===== config.mk =====
export PLATFORM = sky130hd
export DESIGN_NAME = max_ones_rectangle_area_top
export DESIGN_NICKNAME = d
export VERILOG_FILES = /design/src/hw/rtl/mora_pkg.sv /design/src/hw/rtl/mora_ram.sv /design/src/hw/rtl/mora_seq.sv /design/src/hw/rtl/max_ones_rectangle_area_top.sv
export VERILOG_INCLUDE_DIRS = /design/src /design/src/hw/rtl
export SDC_FILE = /design/constraint.sdc
export NUM_CORES = 2
export LEC_CHECK = 0
export ABC_CLOCK_PERIOD_IN_PS = 16600
export BUFFER_PORTS_ARGS = -buffer_cell sky130_fd_sc_hd__buf_4
export CORE_MARGIN = 10
export CORE_UTILIZATION = 38
export DETAILED_ROUTE_END_ITERATION = 7
export SLEW_MARGIN = 15
export SYNTH_ARGS = -nofsm -noshare
export SYNTH_HDL_FRONTEND = slang
export SYNTH_SLANG_ARGS = --single-unit

===== constraint.sdc =====
create_clock -name clk -period 16.6 [get_ports clk]
set_input_delay 1.66 -clock clk [delete_from_list [all_inputs] [get_ports clk]]
set_output_delay 1.66 -clock clk [all_outputs]
set_load 0.01 [all_outputs]

===== src/hw/rtl/max_ones_rectangle_area_top_macros.svh =====
// Assertion macros shared by the rectangle-area block.
`ifndef MAX_ONES_RECTANGLE_AREA_TOP_MACROS_SVH
`define MAX_ONES_RECTANGLE_AREA_TOP_MACROS_SVH

// Same-cycle implication, checked at every rising clock edge outside reset.
`define MORA_ASSERT_NOW(name, ante, cons, msg) \
  name: assert property (@(posedge clk) disable iff (rst) (ante) |-> (cons)) \
    else $error(msg);

// Next-cycle implication, checked at every rising clock edge outside reset.
`define MORA_ASSERT_NEXT(name, ante, cons, msg) \
  name: assert property (@(posedge clk) disable iff (rst) (ante) |=> (cons)) \
    else $error(msg);

`endif


===== src/hw/rtl/mora_pkg.sv =====
// Shared types and constants of the rectangle-area block.
`timescale 1ns / 1ps
package mora_pkg;

  localparam int AREA_W = 17;
  localparam int AREA_MAX = 131071;
  localparam int CFG_W = 7;
  localparam int CFG_RESET = 64;

  // Sequencer states.
  typedef enum logic [3:0] {
    ST_IDLE,
    ST_CELL,
    ST_LRD,
    ST_LHI,
    ST_LCMP,
    ST_RRD,
    ST_RHI,
    ST_RCMP,
    ST_RMUL,
    ST_RBEST,
    ST_EMIT
  } mora_state_t;

  // One accepted input word.
  typedef struct packed {
    logic cell_bit;
    logic last_cell;
  } mora_item_t;

  // Result handed from the sequencer to the output register.
  typedef struct packed {
    logic              valid;
    logic [AREA_W-1:0] area;
  } mora_emit_t;

endpackage


===== src/hw/rtl/mora_ram.sv =====
// Single-port-write, single-port-read synchronous memory with registered read data.
`timescale 1ns / 1ps
module mora_ram #(
  parameter int DEPTH = 64,
  parameter int WIDTH = 8,
  parameter int AW = 6
) (
  input  logic             clk,
  input  logic             we,
  input  logic [AW-1:0]    waddr,
  input  logic [WIDTH-1:0] wdata,
  input  logic [AW-1:0]    raddr,
  output logic [WIDTH-1:0] rdata
);

  logic [WIDTH-1:0] mem [DEPTH];

  // Write port.
  always_ff @(posedge clk) begin
    if (we) begin
      mem[waddr] <= wdata;
    end
  end

  // Read port, with the read data registered.
  always_ff @(posedge clk) begin
    rdata <= mem[raddr];
  end

endmodule


===== src/hw/rtl/mora_seq.sv =====
// Sequencer: height update per cell and the two bound passes per row.
`timescale 1ns / 1ps
module mora_seq #(
  parameter int MAX_COLS = 64,
  parameter int MAX_ROWS = 1024
) (
  input  logic                                clk,
  input  logic                                rst,
  input  logic                                in_valid,
  output logic                                in_ready,
  input  mora_pkg::mora_item_t                item,
  input  logic [$clog2(MAX_COLS+1)-1:0]       row_n,
  output mora_pkg::mora_emit_t                emit,
  input  logic                                emit_ready
);

  localparam int CW = (MAX_COLS > 1) ? $clog2(MAX_COLS) : 1;
  localparam int BW = $clog2(MAX_COLS + 1);
  localparam int HW = $clog2(MAX_ROWS + 1);
  localparam int PW = HW + BW;
  localparam int XW = PW + mora_pkg::AREA_W;

  mora_pkg::mora_state_t state, state_next;

  logic [CW-1:0]               column_position;
  logic [CW-1:0]               cur;
  logic                        bit_q;
  logic                        last_q;
  logic [BW-1:0]               idx;
  logic [BW-1:0]               k;
  logic [HW-1:0]               hi;
  logic [BW-1:0]               lc;
  logic [PW-1:0]               prod;
  logic [mora_pkg::AREA_W-1:0] best;
  logic [MAX_COLS-1:0]         hvalid;
  logic                        hv_q;

  // Memory ports.
  logic [CW-1:0] raddr;
  logic [CW-1:0] waddr;
  logic          h_we, l_we, r_we;
  logic [HW-1:0] h_wdata, h_rdata, hrd;
  logic [BW-1:0] l_wdata, l_rdata;
  logic [BW-1:0] r_wdata, r_rdata;

  // Combinational helpers.
  logic [BW-1:0]               pos_eff;
  logic [HW-1:0]               h_new;
  logic [BW-1:0]               idx_inc;
  logic [BW-1:0]               knew;
  logic [XW-1:0]               prod_ext;
  logic [mora_pkg::AREA_W-1:0] area_sat;
  logic                        accept;

  mora_ram #(.DEPTH(MAX_COLS), .WIDTH(HW), .AW(CW)) u_height (
    .clk(clk), .we(h_we), .waddr(waddr), .wdata(h_wdata), .raddr(raddr), .rdata(h_rdata)
  );
  mora_ram #(.DEPTH(MAX_COLS), .WIDTH(BW), .AW(CW)) u_left (
    .clk(clk), .we(l_we), .waddr(waddr), .wdata(l_wdata), .raddr(raddr), .rdata(l_rdata)
  );
  mora_ram #(.DEPTH(MAX_COLS), .WIDTH(BW), .AW(CW)) u_right (
    .clk(clk), .we(r_we), .waddr(waddr), .wdata(r_wdata), .raddr(raddr), .rdata(r_rdata)
  );

  // A height entry never written since the last clear reads as zero.
  assign hrd = hv_q ? h_rdata : '0;

  // The current column is clamped to the last column of the row.
  assign pos_eff = (BW'(column_position) >= row_n) ? (row_n - BW'(1)) : BW'(column_position);
  assign accept = in_valid && in_ready;
  assign in_ready = (state == mora_pkg::ST_IDLE);
  assign idx_inc = idx + BW'(1);

  // New height of the current column, saturating at the row bound.
  always_comb begin
    if (!bit_q) begin
      h_new = '0;
    end else if (32'(hrd) < MAX_ROWS) begin
      h_new = hrd + HW'(1);
    end else begin
      h_new = HW'(MAX_ROWS);
    end
  end

  // Saturated area of the product register.
  assign prod_ext = XW'(prod);
  assign area_sat = (prod_ext > XW'(mora_pkg::AREA_MAX)) ?
                    mora_pkg::AREA_W'(mora_pkg::AREA_MAX) : prod_ext[mora_pkg::AREA_W-1:0];

  // Next bound candidate during a jump.
  always_comb begin
    unique case (state)
      mora_pkg::ST_LCMP: knew = l_rdata;
      mora_pkg::ST_RCMP: knew = r_rdata;
      mora_pkg::ST_RHI:  knew = idx_inc;
      default:           knew = k;
    endcase
  end

  // Next-state logic.
  always_comb begin
    state_next = state;
    unique case (state)
      mora_pkg::ST_IDLE: begin
        if (accept) state_next = mora_pkg::ST_CELL;
      end
      mora_pkg::ST_CELL: begin
        if ((BW'(cur) + BW'(1) >= row_n) || last_q) state_next = mora_pkg::ST_LRD;
        else state_next = mora_pkg::ST_IDLE;
      end
      mora_pkg::ST_LRD: state_next = mora_pkg::ST_LHI;
      mora_pkg::ST_LHI: begin
        if (idx == '0) state_next = (idx_inc >= row_n) ? mora_pkg::ST_RRD : mora_pkg::ST_LRD;
        else state_next = mora_pkg::ST_LCMP;
      end
      mora_pkg::ST_LCMP: begin
        if ((hi <= hrd) && (knew != '0)) state_next = mora_pkg::ST_LCMP;
        else state_next = (idx_inc >= row_n) ? mora_pkg::ST_RRD : mora_pkg::ST_LRD;
      end
      mora_pkg::ST_RRD: state_next = mora_pkg::ST_RHI;
      mora_pkg::ST_RHI: begin
        state_next = (knew >= row_n) ? mora_pkg::ST_RMUL : mora_pkg::ST_RCMP;
      end
      mora_pkg::ST_RCMP: begin
        if ((hrd >= hi) && (knew < row_n)) state_next = mora_pkg::ST_RCMP;
        else state_next = mora_pkg::ST_RMUL;
      end
      mora_pkg::ST_RMUL: state_next = mora_pkg::ST_RBEST;
      mora_pkg::ST_RBEST: begin
        if (idx != '0) state_next = mora_pkg::ST_RRD;
        else if (last_q) state_next = mora_pkg::ST_EMIT;
        else state_next = mora_pkg::ST_IDLE;
      end
      mora_pkg::ST_EMIT: begin
        if (emit_ready) state_next = mora_pkg::ST_IDLE;
      end
      default: state_next = mora_pkg::ST_IDLE;
    endcase
  end

  // Output logic: memory addresses, write enables and the result word.
  always_comb begin
    raddr = idx[CW-1:0];
    waddr = idx[CW-1:0];
    h_we = 1'b0;
    l_we = 1'b0;
    r_we = 1'b0;
    h_wdata = h_new;
    l_wdata = '0;
    r_wdata = k;
    emit.valid = 1'b0;
    emit.area = best;
    unique case (state)
      mora_pkg::ST_IDLE: raddr = pos_eff[CW-1:0];
      mora_pkg::ST_CELL: begin
        waddr = cur;
        h_we = 1'b1;
      end
      mora_pkg::ST_LHI: begin
        if (idx == '0) l_we = 1'b1;
        else raddr = CW'(idx - BW'(1));
      end
      mora_pkg::ST_LCMP: begin
        if (hi <= hrd) begin
          if (knew == '0) l_we = 1'b1;
          else raddr = CW'(knew - BW'(1));
        end else begin
          l_we = 1'b1;
          l_wdata = k;
        end
      end
      mora_pkg::ST_RHI: raddr = knew[CW-1:0];
      mora_pkg::ST_RCMP: raddr = knew[CW-1:0];
      mora_pkg::ST_RMUL: r_we = 1'b1;
      mora_pkg::ST_EMIT: emit.valid = 1'b1;
      default: ;
    endcase
  end

  // State register.
  always_ff @(posedge clk) begin
    if (rst) begin
      state <= mora_pkg::ST_IDLE;
    end else begin
      state <= state_next;
    end
  end

  // Control registers: column position, valid bits and best area.
  always_ff @(posedge clk) begin
    if (rst) begin
      column_position <= '0;
      hvalid <= '0;
      best <= '0;
    end else begin
      unique case (state)
        mora_pkg::ST_CELL: begin
          hvalid[cur] <= 1'b1;
          if ((BW'(cur) + BW'(1) >= row_n) || last_q) begin
            column_position <= '0;
            // Cells missing from a short final row count as zeros.
            if (last_q) begin
              for (int c = 0; c < MAX_COLS; c++) begin
                if (c > 32'(cur)) hvalid[c] <= 1'b0;
              end
            end
          end else begin
            column_position <= cur + CW'(1);
          end
        end
        mora_pkg::ST_RBEST: begin
          if (area_sat > best) best <= area_sat;
        end
        mora_pkg::ST_EMIT: begin
          if (emit_ready) begin
            best <= '0;
            hvalid <= '0;
          end
        end
        default: ;
      endcase
    end
  end

  // Datapath registers.
  always_ff @(posedge clk) begin
    hv_q <= hvalid[raddr];
    unique case (state)
      mora_pkg::ST_IDLE: begin
        cur <= pos_eff[CW-1:0];
        bit_q <= item.cell_bit;
        last_q <= item.last_cell;
      end
      mora_pkg::ST_CELL: idx <= '0;
      mora_pkg::ST_LHI: begin
        hi <= hrd;
        k <= idx;
        if (idx == '0) idx <= (idx_inc >= row_n) ? (row_n - BW'(1)) : idx_inc;
      end
      mora_pkg::ST_LCMP: begin
        if ((hi <= hrd) && (knew != '0)) k <= knew;
        else idx <= (idx_inc >= row_n) ? (row_n - BW'(1)) : idx_inc;
      end
      mora_pkg::ST_RHI: begin
        hi <= hrd;
        lc <= l_rdata;
        k <= knew;
      end
      mora_pkg::ST_RCMP: begin
        if (hrd >= hi) k <= knew;
      end
      mora_pkg::ST_RMUL: prod <= PW'(hi) * PW'(k - lc);
      mora_pkg::ST_RBEST: begin
        if (idx != '0) idx <= idx - BW'(1);
      end
      default: ;
    endcase
  end

endmodule


===== src/hw/rtl/max_ones_rectangle_area_top.sv =====
// Top level of the streaming largest all-ones rectangle block.
//
//   channel  direction  handshake             word
//   in       sink       in_valid / in_ready   cell_bit, last_cell
//   out      source     out_valid / out_ready max_area
//   cfg      sink       cfg_valid / cfg_ready column_count
//
// A cell is a height read followed by its write back.
// At a row end the left pass reads and compares each column, and the right pass also
// multiplies and updates the best area; each bound jump repeats the compare.
// A result then waits to enter the output register while that register is full.
// Reset is synchronous and clears the heights through per-column valid bits, so
// the block accepts words right after reset.
`timescale 1ns / 1ps
`include "max_ones_rectangle_area_top_macros.svh"
module max_ones_rectangle_area_top #(
  parameter int MAX_COLS = 64,
  parameter int MAX_ROWS = 1024
) (
  input  logic                          clk,
  input  logic                          rst,
  input  logic                          in_valid,
  output logic                          in_ready,
  input  logic                          cell_bit,
  input  logic                          last_cell,
  output logic                          out_valid,
  input  logic                          out_ready,
  output logic [mora_pkg::AREA_W-1:0]   max_area,
  input  logic                          cfg_valid,
  output logic                          cfg_ready,
  input  logic [mora_pkg::CFG_W-1:0]    column_count
);

  localparam int BW = $clog2(MAX_COLS + 1);

  logic [mora_pkg::CFG_W-1:0] col_cfg;
  logic [BW-1:0]              row_n;
  mora_pkg::mora_item_t       item;
  mora_pkg::mora_emit_t       emit;
  logic                       emit_ready;

  // Width register.
  assign cfg_ready = 1'b1;
  always_ff @(posedge clk) begin
    if (rst) begin
      col_cfg <= mora_pkg::CFG_W'(mora_pkg::CFG_RESET);
    end else if (cfg_valid && cfg_ready) begin
      col_cfg <= column_count;
    end
  end

  // Effective row width: zero acts as one, large values clamp to the maximum.
  always_comb begin
    if (col_cfg == '0) begin
      row_n = BW'(1);
    end else if (32'(col_cfg) > MAX_COLS) begin
      row_n = BW'(MAX_COLS);
    end else begin
      row_n = BW'(col_cfg);
    end
  end

  assign item.cell_bit = cell_bit;
  assign item.last_cell = last_cell;

  mora_seq #(.MAX_COLS(MAX_COLS), .MAX_ROWS(MAX_ROWS)) u_seq (
    .clk(clk),
    .rst(rst),
    .in_valid(in_valid),
    .in_ready(in_ready),
    .item(item),
    .row_n(row_n),
    .emit(emit),
    .emit_ready(emit_ready)
  );

  // Output register.
  assign emit_ready = !out_valid || out_ready;
  always_ff @(posedge clk) begin
    if (rst) begin
      out_valid <= 1'b0;
    end else if (emit.valid && emit_ready) begin
      out_valid <= 1'b1;
    end else if (out_ready) begin
      out_valid <= 1'b0;
    end
  end

  always_ff @(posedge clk) begin
    if (emit.valid && emit_ready) begin
      max_area <= emit.area;
    end
  end

  `MORA_ASSERT_NOW(a_no_input_during_result, emit.valid, !in_ready, "input taken while a result is pending")
  `MORA_ASSERT_NEXT(a_busy_after_accept, in_valid && in_ready, !in_ready, "second word taken before the first was processed")
  `MORA_ASSERT_NEXT(a_result_loaded, emit.valid && emit_ready, out_valid && (max_area == $past(emit.area)), "result not loaded into the output register")

endmodule


Word-level counts from Yosys, hierarchy flattened. Memory sizes are Yosys's and may differ from the RTL's. A register that Yosys moved wholly into a read port is not among the register bits. Cells that the tools add are included.

Flip-flop bits (word level): 175. Memory bits (writable): 1600. Input bits: 14. Output and inout bits: 20. Word-level logic and storage cells: 274. Memories kept: 3.

Memory list: u_seq.u_height.mem (words 64, bits a word 11, rd ports 1, clocked after Yosys merged registers in 1, wr ports 1, RTL line mora_ram.sv:16) `logic [WIDTH-1:0] mem [DEPTH];`; u_seq.u_left.mem (words 64, bits a word 7, rd ports 1, clocked after Yosys merged registers in 1, wr ports 1, RTL line mora_ram.sv:16); u_seq.u_right.mem (words 64, bits a word 7, rd ports 1, clocked after Yosys merged registers in 1, wr ports 1, RTL line mora_ram.sv:16).

$add $sub $neg: 8. Multipliers: 1. Order comparisons: 77. Eq/ne operators: 18. Multiplexer cells: 124. Bitwise operators: 1. Reduce and logical (&&, ||, !) cells: 26.

Operator list (number): $gt 6x6->1 const A (32); $pmux 64 s2 (1); $mux 63 (2); $gt 5x6->1 const A (16); $mux 1 (79); $mux 7 (10); $mux 64 (1); $or 64x64->64 (1); $pmux 7 s4 (2); $mux 17 (3); $gt 4x6->1 const A (8); $pmux 4 s11 (1); $mux 6 (6); $pmux 17 s2 (1); $mux 11 (3); $mux 4 (8); $gt 3x6->1 const A (4); $pmux 6 s4 (1); $ge 7x7->1 (3); $logic_not 7->1 (3); $pmux 7 s3 (1); $gt 18x17->1 const B (1); $mul 11x18->18 (1); $gt 17x17->1 (1); 39 further kinds (66).

Logic depth before layout (Yosys ltp).
Depth in word-level cells: 9. Depth in mapped cells: 29. Depth with buffers taken out: 28.

Modules after synthesis. From an unflattened synthesis, not the netlist that was laid out.

Cells, all modules: 4636. Area total of the unflattened synthesis: 76774.9 um^2.

Modules (own cells, without submodules): mora_ram at u_seq.u_height (instances 1, cells each 1380, area each 27594.0 um^2, seq. area each 21360.5 um^2); mora_ram at u_seq.u_left (instances 1, cells each 835, area each 17661.9 um^2, seq. area each 13593.0 um^2); mora_ram at u_seq.u_right (instances 1, cells each 827, area each 17635.7 um^2, seq. area each 13593.0 um^2); mora_seq (instances 1, cells each 1538, area each 13010.0 um^2, seq. area each 3583.4 um^2); max_ones_rectangle_area_top (instances 1, cells each 56, area each 873.3 um^2, seq. area each 670.6 um^2).

Worst setup path before layout. No wires, ideal clock.

Path kind: reg2reg. Start: reg u_seq.k[0]. End: reg u_seq.prod[17] (data pin). Library setup time: 0.260 ns. Arrival: 6.891 ns. Data required time: 16.340 ns. Slack: 9.449 ns. Stages on the path, launching flop included: 29. Path buffers: 1. Period minus slack after synthesis: 7.151 ns. Path through: edfxtp_1 inv_1 ha_1 fa_1 inv_1 a21o_1 a21oi_1 xnor2_1 clkbuf_1 nand2_1 fa_1 fa_1 inv_1 ha_1 fa_1 inv_1 fa_1 inv_1 ha_1 a21boi_0 o21ai_0 a21boi_0 o21ai_0 a21boi_0 o21a_1 nor2_1 o21a_1 o21ai_0 xnor2_1.

Word-level cells in the longest chain between the ends: 2.

Ends and longest elaborated chain: start: declaration (RTL line mora_seq.sv:30) `logic [BW-1:0] k;`; start signal: assignment (RTL line mora_seq.sv:237) `k <= idx;`; start signal: assignment (RTL line mora_seq.sv:241) `if ((hi <= hrd) && (knew != '0)) k <= knew;`; start signal: assignment (RTL line mora_seq.sv:247) `k <= knew;`; $sub 7x7->8 (RTL line mora_seq.sv:252) `mora_pkg::ST_RMUL: prod <= PW'(hi) * PW'(k - lc);`; $mul 11x18->18 (RTL line mora_seq.sv:252); end signal: assignment (RTL line mora_seq.sv:252); end: declaration (RTL line mora_seq.sv:33) `logic [PW-1:0] prod;`.

Every way passes these cells. A chain may end at the register's enable or synchronous reset.

Final worst setup path.
Start: reg col_cfg[2] in the netlist's numbering. End: reg u_seq.u_height.rdata[9], read port of u_seq.u_height.mem.

Word-level cells in the longest chain between the ends: 6. Elaborated cells on any way between the ends: 8. Those cells by class: add/sub: 1; order compare: 2; mux: 4; reduce/logical: 1.

Ends and longest elaborated chain: start: declaration (RTL line max_ones_rectangle_area_top.sv:36) `logic [mora_pkg::CFG_W-1:0] col_cfg;`; start signal: assignment (RTL line max_ones_rectangle_area_top.sv:46) `col_cfg <= mora_pkg::CFG_W'(mora_pkg::CFG_RESET);`; start signal: assignment (RTL line max_ones_rectangle_area_top.sv:48) `col_cfg <= column_count;`; $gt 7x7->1 (RTL line max_ones_rectangle_area_top.sv:56) `end else if (32'(col_cfg) > MAX_COLS) begin`; $mux 7 (RTL line max_ones_rectangle_area_top.sv:56); $mux 7 (*) (RTL line max_ones_rectangle_area_top.sv:54) `if (col_cfg == '0) begin`; $sub 7x1->7 / $ge 6x7->1 (equally long branches) (RTL line mora_seq.sv:69) `assign pos_eff = (BW'(column_position) >= row_n) ? (row_n - BW'(1)) : BW'(column_position);`; $mux 6 (*) (RTL line mora_seq.sv:69); named net u_seq.pos_eff[0] (RTL line mora_seq.sv:47) `logic [BW-1:0] pos_eff;`; $pmux 6 s4 (*) (RTL line mora_seq.sv:153) `unique case (state)`; end: declaration (RTL line mora_ram.sv:13) `output logic [WIDTH-1:0] rdata`.

The timed path passes the listed nets; every way through them passes the cells marked *.

==> impl_metrics.env <==
export IMPL_die_w_um=474.8
export IMPL_instances_no_fill=9335
export IMPL_finalInstanceArea_um2=87220
export IMPL_final_net_count=6712
export IMPL_cts_hold_buffers=0
export IMPL_grt_first_pass_wirelength_mm=334.0
export IMPL_status="completed"
export IMPL_maxCapViolations=0
export IMPL_place_inst=9012
export IMPL_synth_flop_cell="edfxtp_1"
export IMPL_r2r_start="col_cfg[2]"
export IMPL_grt_pass1_vias=50480
export IMPL_critPathMaxFanout=160
export IMPL_die_area_um2=225400
export IMPL_layout_common_cells="1675 x edfxtp_1, 1563 x nand2_1, 453 x a21oi_1, 410 x nand3_1, 316 x nor2_1"
export IMPL_drt_initial_drc_count=6347
export IMPL_syn_area_per_cell_um2=11.93
export IMPL_synth_cell_types=98
export IMPL_seq_area_frac_synth_pct=67.17
export IMPL_synth_seq_cells=1800
export IMPL_slew_viol_final=0
export IMPL_synthArstFlopShare_pct=0
export IMPL_core_area_um2=205200
export IMPL_areaGrowthSynthToFinish_pct=10.96
export IMPL_synth_edf_count=1675
export IMPL_p_total_mw=13.48
export IMPL_setup_tns_ns=0
export IMPL_clk_pin_slew_ns=0.06
export IMPL_dr_pass1_iters=6
export IMPL_grt_setup_unrepaired="no"
export IMPL_cts_buffers=179
export IMPL_ir_drop_mv=0.1604
export IMPL_yosys_top_cells_area="edfxtp_1 64%, nand2_1 7.5%, dfxtp_1 3.2%"
export IMPL_startpoint="col_cfg[2]"
export IMPL_holdWs_ns=0.4307
export IMPL_final_common_cell="edfxtp_1"
export IMPL_leakage_nw=29.98
export IMPL_rows=166
export IMPL_crit_arrival_ns=9.34
export IMPL_htreeDepth=4
export IMPL_overflow=0
export IMPL_crit_path_start_kind="flop"
export IMPL_cts_sink_count=1800
export IMPL_io_buffers=32
export IMPL_syn_nets=6794
export IMPL_syn_cell_area_um2=78600
export IMPL_worstPathCellList="or4_1 -> nor2_1 -> o21a_1 -> ha_1 -> nor2b_1 -> o21ai_0 -> a21oi_1 -> mux2i_1 -> a211o_1 -> a2bb2oi_4 -> buf_4 -> nand2_8 -> buf_4 -> buf_12 -> buf_4 -> buf_4 -> nand2_1 -> and3_1 -> a31oi_1 -> a222oi_1 -> o2111ai_1"
export IMPL_worst_slack_ns=8.021
export IMPL_required_ns=17.36
export IMPL_drc=0
export IMPL_dp_hpwl_mm=134.1
export IMPL_end_kind="flop"
export IMPL_min_period_over_period_pct=51.68
export IMPL_min_delay_start="u_seq.best[9]"
export IMPL_drive_gt1_share_pct=7.164
export IMPL_wl_mm=224.5
export IMPL_synth_top_cell_by_area="edfxtp_1"
export IMPL_dpl_worst_slack_ns=8.086
export IMPL_cts_root_buf="clkbuf_16"
export IMPL_antenna_found_initial=8
export IMPL_ctsResizeCount=0
export IMPL_crit_buf_inv=5
export IMPL_cts_buffer_depth=3
export IMPL_utilization_pct=42.50
export IMPL_io_pins=34
export IMPL_path_common_cell="buf_4"
export IMPL_vias_per_cell=5.615
export IMPL_hp_class="reg -> reg"
export IMPL_initial_core_util_pct=38.30
export IMPL_crit_type="reg -> reg"
export IMPL_cts_setup_buffers=0
export IMPL_ant_nets=0
export IMPL_place_area_um2=81520
export IMPL_max_freq_mhz=116.6
export IMPL_slew_limit_headroom_pct=16.42
export IMPL_tightest_slew_ns=1.251
export IMPL_hold_violations=0
export IMPL_cts_tree="built"
export IMPL_place_gp_congestion=0.9161
export IMPL_die_h_um=474.8
export IMPL_grt_max_degree=170
export IMPL_path_delay_family="buffers and inverters"
export IMPL_synthCells=6587
export IMPL_setup_violations_final=0
export IMPL_finalClockSkew_ns=0.05526
export IMPL_avgRoutedWirePerCell_um=24.05
export IMPL_max_stage_delay_ns=0.95
export IMPL_clkLatencyLatePin_ns=0.85
export IMPL_cp_slowest_cell="buf_4"
export IMPL_vias=52420
export IMPL_synth_top_area_share_pct=63.99
export IMPL_powerDensity_nw_per_um2=154.6
export IMPL_yosysWarningCount=0
export IMPL_min_period_ns=8.579
export IMPL_track_usage_pct=19.34
==> power by group <==
| part | switching, mW | total, mW | leakage, nW | internal (mW) |
|---|---|---|---|---|
| clock | 1.75 | 3.95 | 2.75 | 2.20 |
| combinational | 3.06 | 4.33 | 10.9 | 1.27 |
| sequential | 0.0935 | 5.20 | 16.4 | 5.11 |
==> state kept, by name (all words and copies together), names as in the netlist, 11 cells and up <==
register and cells:
max_area 17, u_seq.u_left.mem 448, u_seq.u_right.mem 448, u_seq.hi 11, u_seq.prod 18, u_seq.best 17
u_seq.u_height.rdata 11, u_seq.u_height.mem 704, u_seq.hvalid 64
==> cell usage after synthesis (5+ instances only) <==
master / instances
or3_1: 10
o21ai_1: 136
nor4_1: 5
xor2_1: 10
buf_4: 21
and3_1: 69
nand2_1: 1565
nand4_1: 58
ha_1: 107
a311oi_1: 56
or4_1: 26
or2_2: 19
o31ai_1: 6
a22o_1: 17
mux2i_1: 122
inv_1: 187
a211oi_1: 13
edfxtp_1: 1675
a31oi_1: 70
nand4b_1: 25
nor3b_1: 6
o22ai_1: 8
o211ai_1: 61
nor3_1: 38
nor2b_1: 19
o21ai_0: 189
a21o_1: 19
fa_1: 86
buf_1: 23
clkbuf_1: 240
a21oi_1: 455
nand3_1: 410
and2_1: 39
a2bb2oi_1: 6
a32oi_1: 36
nand2b_1: 26
nor2_1: 337
xnor2_1: 37
dfxtp_1: 125
o21a_1: 15
a22oi_1: 8
buf_2: 110
==> worst reg2reg max path: stages (launching register included) <==
cell	delay, ns
dfxtp_1	0.35
or4_1	0.56
nor2_1	0.11
o21a_1	0.31
ha_1	0.30
nor2b_1	0.11
o21ai_0	0.10
a21oi_1	0.55
mux2i_1	0.38
a211o_1	0.34
a2bb2oi_4	0.09
buf_4	0.33
nand2_8	0.75
buf_4	1.06
buf_12	0.58
buf_4	1.05
buf_4	0.69
nand2_1	0.13
and3_1	0.19
a31oi_1	0.16
a222oi_1	0.18
o2111ai_1	0.18
==> final timing paths <==
check                            endpoint  slack (ns)  cells after the start
setup reg to reg  u_seq.u_height.rdata[9]        8.02                     21
setup / recovery  u_seq.u_height.rdata[9]        8.02                     21
hold reg to reg               max_area[9]        0.43                      0
hold / removal                max_area[9]        0.43                      0
==> layer usage <==
metal | track usage (%) | wire length [um] | vias to the layer above
met5 | 0 | 0 | -
met2 | 30.15 | 102200 | 2312
met4 | 6.737 | 8002 | 0
met3 | 3.401 | 18520 | 405
li1 | - | - | 23610
met1 | 27.19 | 95820 | 26100
==> cell families (layout without fill, tap and decap cells) <==
logic type | count (synthesis) | count (layout) | synth area share, %
AOI/OAI and AO/OA | 1157 | 1157 | 8.922
xor gates and xnor gates | 47 | 47 | 0.5237
adders and majority gates | 193 | 193 | 3.894
buffers and inverters | 589 | 646 | 3.126
DFF | 1800 | 1800 | 67.17
muxes | 126 | 126 | 1.611
other | 1 | 4 | 0.004771
and+or+nand+nor | 2674 | 2674 | 14.74
==> cell type report <==
type / instances / area (um^2)
Timing Repair Buffer: 135 / 1064
Multi-Input combinational cell: 4198 / 23600
Antenna cell: 3 / 7.507
Tap cell: 2688 / 3363
Clock buffer: 246 / 4863
Clock inverter: 74 / 803.3
Sequential cell: 1800 / 52800
Fill cell: 18840 / 118000
Inverter: 191 / 716.9
Power figures use the tool's default switching activity.
